## config.mk

```make
export PLATFORM = sky130hd
export DESIGN_NAME = rlh_luma
export DESIGN_NICKNAME = d
export VERILOG_FILES = /design/src/design/rgb_luma_histogram_clip_assert.svh /design/src/design/rlh_luma.sv
export SDC_FILE = /design/constraint.sdc
export NUM_CORES = 1
export LEC_CHECK = 0
export BUFFER_PORTS_ARGS = -buffer_cell sky130_fd_sc_hd__buf_2
export CELL_PAD_IN_SITES_DETAIL_PLACEMENT = 1
export CELL_PAD_IN_SITES_GLOBAL_PLACEMENT = 2
export CORE_ASPECT_RATIO = 1.2
export CORE_UTILIZATION = 47
export DETAILED_ROUTE_END_ITERATION = 16
export GPL_ROUTABILITY_DRIVEN = 0
export PLACE_DENSITY = 0.85
export SLEW_MARGIN = 5
export SYNTH_ARGS = -nofsm -noshare
export SYNTH_HDL_FRONTEND = slang
export SYNTH_SLANG_ARGS = --single-unit
export TNS_END_PERCENT = 10
```

## constraint.sdc

```tcl
create_clock -name clock -period 12 [get_ports clock]
set_clock_uncertainty 0.2 [all_clocks]
set_input_delay 0.6 -clock clock [delete_from_list [all_inputs] [get_ports clock]]
set_output_delay 0.6 -clock clock [all_outputs]
set_load 0.02 [all_outputs]
```

## src/design/rgb_luma_histogram_clip_assert.svh

```systemverilog
// Assertion macros used by the histogram top-level design file.
`ifndef RGB_LUMA_HISTOGRAM_CLIP_ASSERT_SVH
`define RGB_LUMA_HISTOGRAM_CLIP_ASSERT_SVH
// Implication checked at every rising clock edge outside reset.
`define RLH_ASSERT_IMP(label, clk, rst, ante, cons) \
   label: assert property (@(posedge clk) disable iff (rst) (ante) |-> (cons)) \
      else $error("assertion failed");
// Next-cycle implication checked outside reset.
`define RLH_ASSERT_NEXT(label, clk, rst, ante, cons) \
   label: assert property (@(posedge clk) disable iff (rst) (ante) |=> (cons)) \
      else $error("assertion failed");
`endif

```

## src/design/rlh_luma.sv

```systemverilog
// ----------------------------------------------------------------------------
// rlh_luma
// Pipelined luma weighting: products registered, then summed combinationally.
// ----------------------------------------------------------------------------
module rlh_luma (
   input  logic       clock,
   input  logic       enable,
   input  logic [7:0] red,
   input  logic [7:0] green,
   input  logic [7:0] blue,
   output logic [7:0] luma
);
   logic [23:0] pr_ff, pg_ff, pb_ff;
   logic [23:0] sum;

   always_ff @(posedge clock) begin
      if (enable) begin
         pr_ff <= 24'(16'd13938 * red);
         pg_ff <= 24'(16'd46869 * green);
         pb_ff <= 24'(16'd4730 * blue);
      end
   end

   // The weights sum to 65537, and 255 times that still lies below 256 << 16,
   // so the sum fits 24 bits and the luma never exceeds 255.
   assign sum  = pr_ff + pg_ff + pb_ff;
   assign luma = sum[23:16];
endmodule

```

==> reports/results.tsv <==
metric	value	unit
worst_setup_path_start_kind	input port	
syn_nets	1095	
post-cts-setup-buffer-count	0	
syn_avg_cell_area	10.81	um^2
clk_path_buf_depth	2	
total_power	2.637	mW
setup-tns-final	0	ps
cts_sinks	64	
max_clock_freq	210.5	MHz
clk_pin_slew_worst_paths	60	ps
ys_warn_count	0	
wl	19.72	mm
gr-total-overflow	0	
ys.flop_type	edfxtp_1	
setup_violations	0	
dp_hpwl	17.11	mm
dp.cells	1044	
antenna_cells	0	
cts.repair.resized	0	
period_share	39.59	%
avgViaCountPerCell	5.433	
first_pass_iters	6	
die_h	149.8	um
cts_tree	built	
io_buffer_count	33	
min_path_type	in2reg	
seq_area	1922	um^2
dr.first_iter.drc_count	207	
multi_input_area	6035	um^2
grt_pass1_wl	32.29	mm
fp.dieArea	18760	um^2
async_reset_ff_share	0	%
num_vias	5759	
synth-edff-count	64	
antenna_left	0	
core_area	17710	um^2
cp.required	11880	ps
row_count	53	
nets	1138	
track_usage	22.43	%
fp.dieW	125.2	um
run_status	complete, no violations	
synth-seq-cells	64	
cts_inserted_buffers	9	
routedWlPerCell	18.61	um
area_delta_synth_final	8.609	%
end_kind	flop	
arrival	4630	ps
yosysSeqAreaShare	22.45	%
cap_violations	0	
drc	0	
power.density	283.6	nW/um^2
syn_area	8561	um^2
drive_gt1_share	7.381	%
initial_utilization	48.35	%
post-route-min-period	4751	ps
grt_max_degree	65	
pin_count	34	
num-fill-cells	1942	
cp_max_fo	6	
report.final.slew_viol_count	0	
htree_levels	3	
final-hold-violation-count	0	
tightest_slew	877.3	ps
relSlewSlack	41.51	%
synthCells	792	
holdBufCountCts	0	
p_leak	4.636	nW
synth.distinct_cells	54	
worstSetupPathType	in2reg	
grt_pass1_vias	6488	
root_buffer	clkbuf_16	
peakVddDrop	0.3090	mV
fin_cells	1060	
antenna_found_initial	0	
rsz0062_at_grt	false	
## cells by family (layout without fill, tap and decap cells)
kind of cell / Yosys count / after routing / synth area share, %
simple gates: 101 / 101 / 5.583
buf+inv: 161 / 209 / 7.059
compound gates: 134 / 134 / 10.79
mux: 2 / 2 / 0.2339
xor+xnor: 53 / 53 / 5.422
flops: 64 / 64 / 22.45
fa+ha+maj: 277 / 277 / 48.47
## cells in the final DEF (no fill, tap or decap), types with 2 or more instances in the layout
master / count
nor2b_1: 7
buf_2: 33
a221oi_1: 2
or2_2: 2
xor2_1: 22
o21ai_0: 18
a2111oi_0: 2
o211a_1: 2
o211ai_1: 2
a21boi_0: 4
o21bai_1: 5
nor3b_1: 2
nand2b_1: 4
a21o_1: 18
a31oi_1: 2
edfxtp_1: 64
xnor2_1: 31
nor2_1: 42
a211oi_1: 6
o21a_1: 7
clkbuf_16: 9
mux2i_1: 2
nand4_1: 3
nand2_1: 18
clkinvlp_4: 2
nor3_1: 11
ha_1: 186
fa_1: 91
a21oi_1: 36
o31ai_1: 4
o21ai_1: 4
o41ai_2: 2
inv_1: 159
nand3_1: 6
o22ai_1: 2
a21oi_2: 4
## per-layer routing
| metal | part of all wire (%) | global-route usage [%] | vias up |
|---|---|---|---|
| met1 | 43 | 26.12 | 2899 |
| met2 | 55 | 43.46 | 46 |
| met5 | 0 | 0 | - |
| met4 | 1.4 | 5.000 | 0 |
| li1 | - | - | 2790 |
| met3 | 1.4 | 3.003 | 24 |
## report_power, final
part	switching [mW]	total (mW)	internal, mW
Sequential	0.0544	0.450	0.396
Combinational	1.14	1.92	0.785
Clock	0.101	0.262	0.161
Total	1.29	2.64	1.34
## synthesized netlist by cell type (all sizes together), types with 2 or more instances
| cell | instances | area (um^2) |
|---|---|---|
| a2111oi | 2 | 17.52 |
| a211oi | 6 | 45.04 |
| a21boi | 5 | 41.29 |
| a21o | 18 | 135.1 |
| a21oi | 40 | 215.2 |
| a221oi | 2 | 17.52 |
| a311oi | 2 | 23.77 |
| a31oi | 2 | 12.51 |
| clkbuf | 2 | 7.510 |
| edfxtp | 64 | 1922 |
| fa | 91 | 1822 |
| ha | 186 | 2327 |
| inv | 159 | 596.8 |
| mux2i | 2 | 20.02 |
| nand2 | 18 | 67.56 |
| nand2b | 4 | 25.02 |
| nand3 | 6 | 30.03 |
| nand4 | 3 | 18.77 |
| nor2 | 42 | 157.7 |
| nor2b | 8 | 57.55 |
| nor3 | 11 | 55.05 |
| nor3b | 2 | 15.01 |
| o211a | 2 | 20.02 |
| o211ai | 2 | 15.01 |
| o21a | 7 | 52.55 |
| o21ai | 23 | 118.9 |
| o21bai | 5 | 37.54 |
| o22ai | 2 | 12.51 |
| o31ai | 4 | 30.03 |
| o41ai | 3 | 41.29 |
| or2 | 2 | 12.51 |
| xnor2 | 31 | 271.5 |
| xor2 | 22 | 192.7 |
## cell type report
| class | count | share of cell area [%] |
|---|---|---|
| Clock inverter | 6 | 0.7267 |
| Clock buffer | 10 | 2.463 |
| Tap cell | 220 | 2.961 |
| Timing Repair Buffer | 34 | 1.857 |
| Sequential cell | 64 | 20.67 |
| Multi-Input combinational cell | 567 | 64.90 |
| Inverter | 159 | 6.419 |
## worst paths after layout
path,startpoint,to,slack (ps),cells after the start
worst max-delay path,red[5],pr_ff[20],7250,16
worst min-delay path,red[1],pr_ff[2],380,1
## sequential cells by signal, summed over array words and instances, names as in the netlist
signal and cells:
pr_ff 21, pb_ff 20, pg_ff 23
## per-stage QoR
stage / util (%) / setup slack [ps] / instance area (um^2) / hold WS, ps
CTS: 52.51 / 7254 / 9298 / 375.9
global placement: 50.84 / 6999 / 9001 / 734.3
finish: 52.51 / 7249 / 9298 / 375.2
global route: 52.51 / 7008 / 9298 / 384.1
floorplan: - / 7330 / 8561 / 498.9
detailed placement: 50.84 / 6889 / 9001 / 732.0
## worst max-delay path: stages
cell,delay (ps)
buf_2,160
fa_1,540
inv_1,50
fa_1,480
inv_1,60
fa_1,500
inv_1,60
fa_1,520
inv_1,40
ha_1,330
o21ai_1,110
a21oi_1,190
o2111ai_2,200
a21oi_2,190
nor4bb_1,70
or4_1,520
Note: power is estimated with default switching activity, not from simulation.
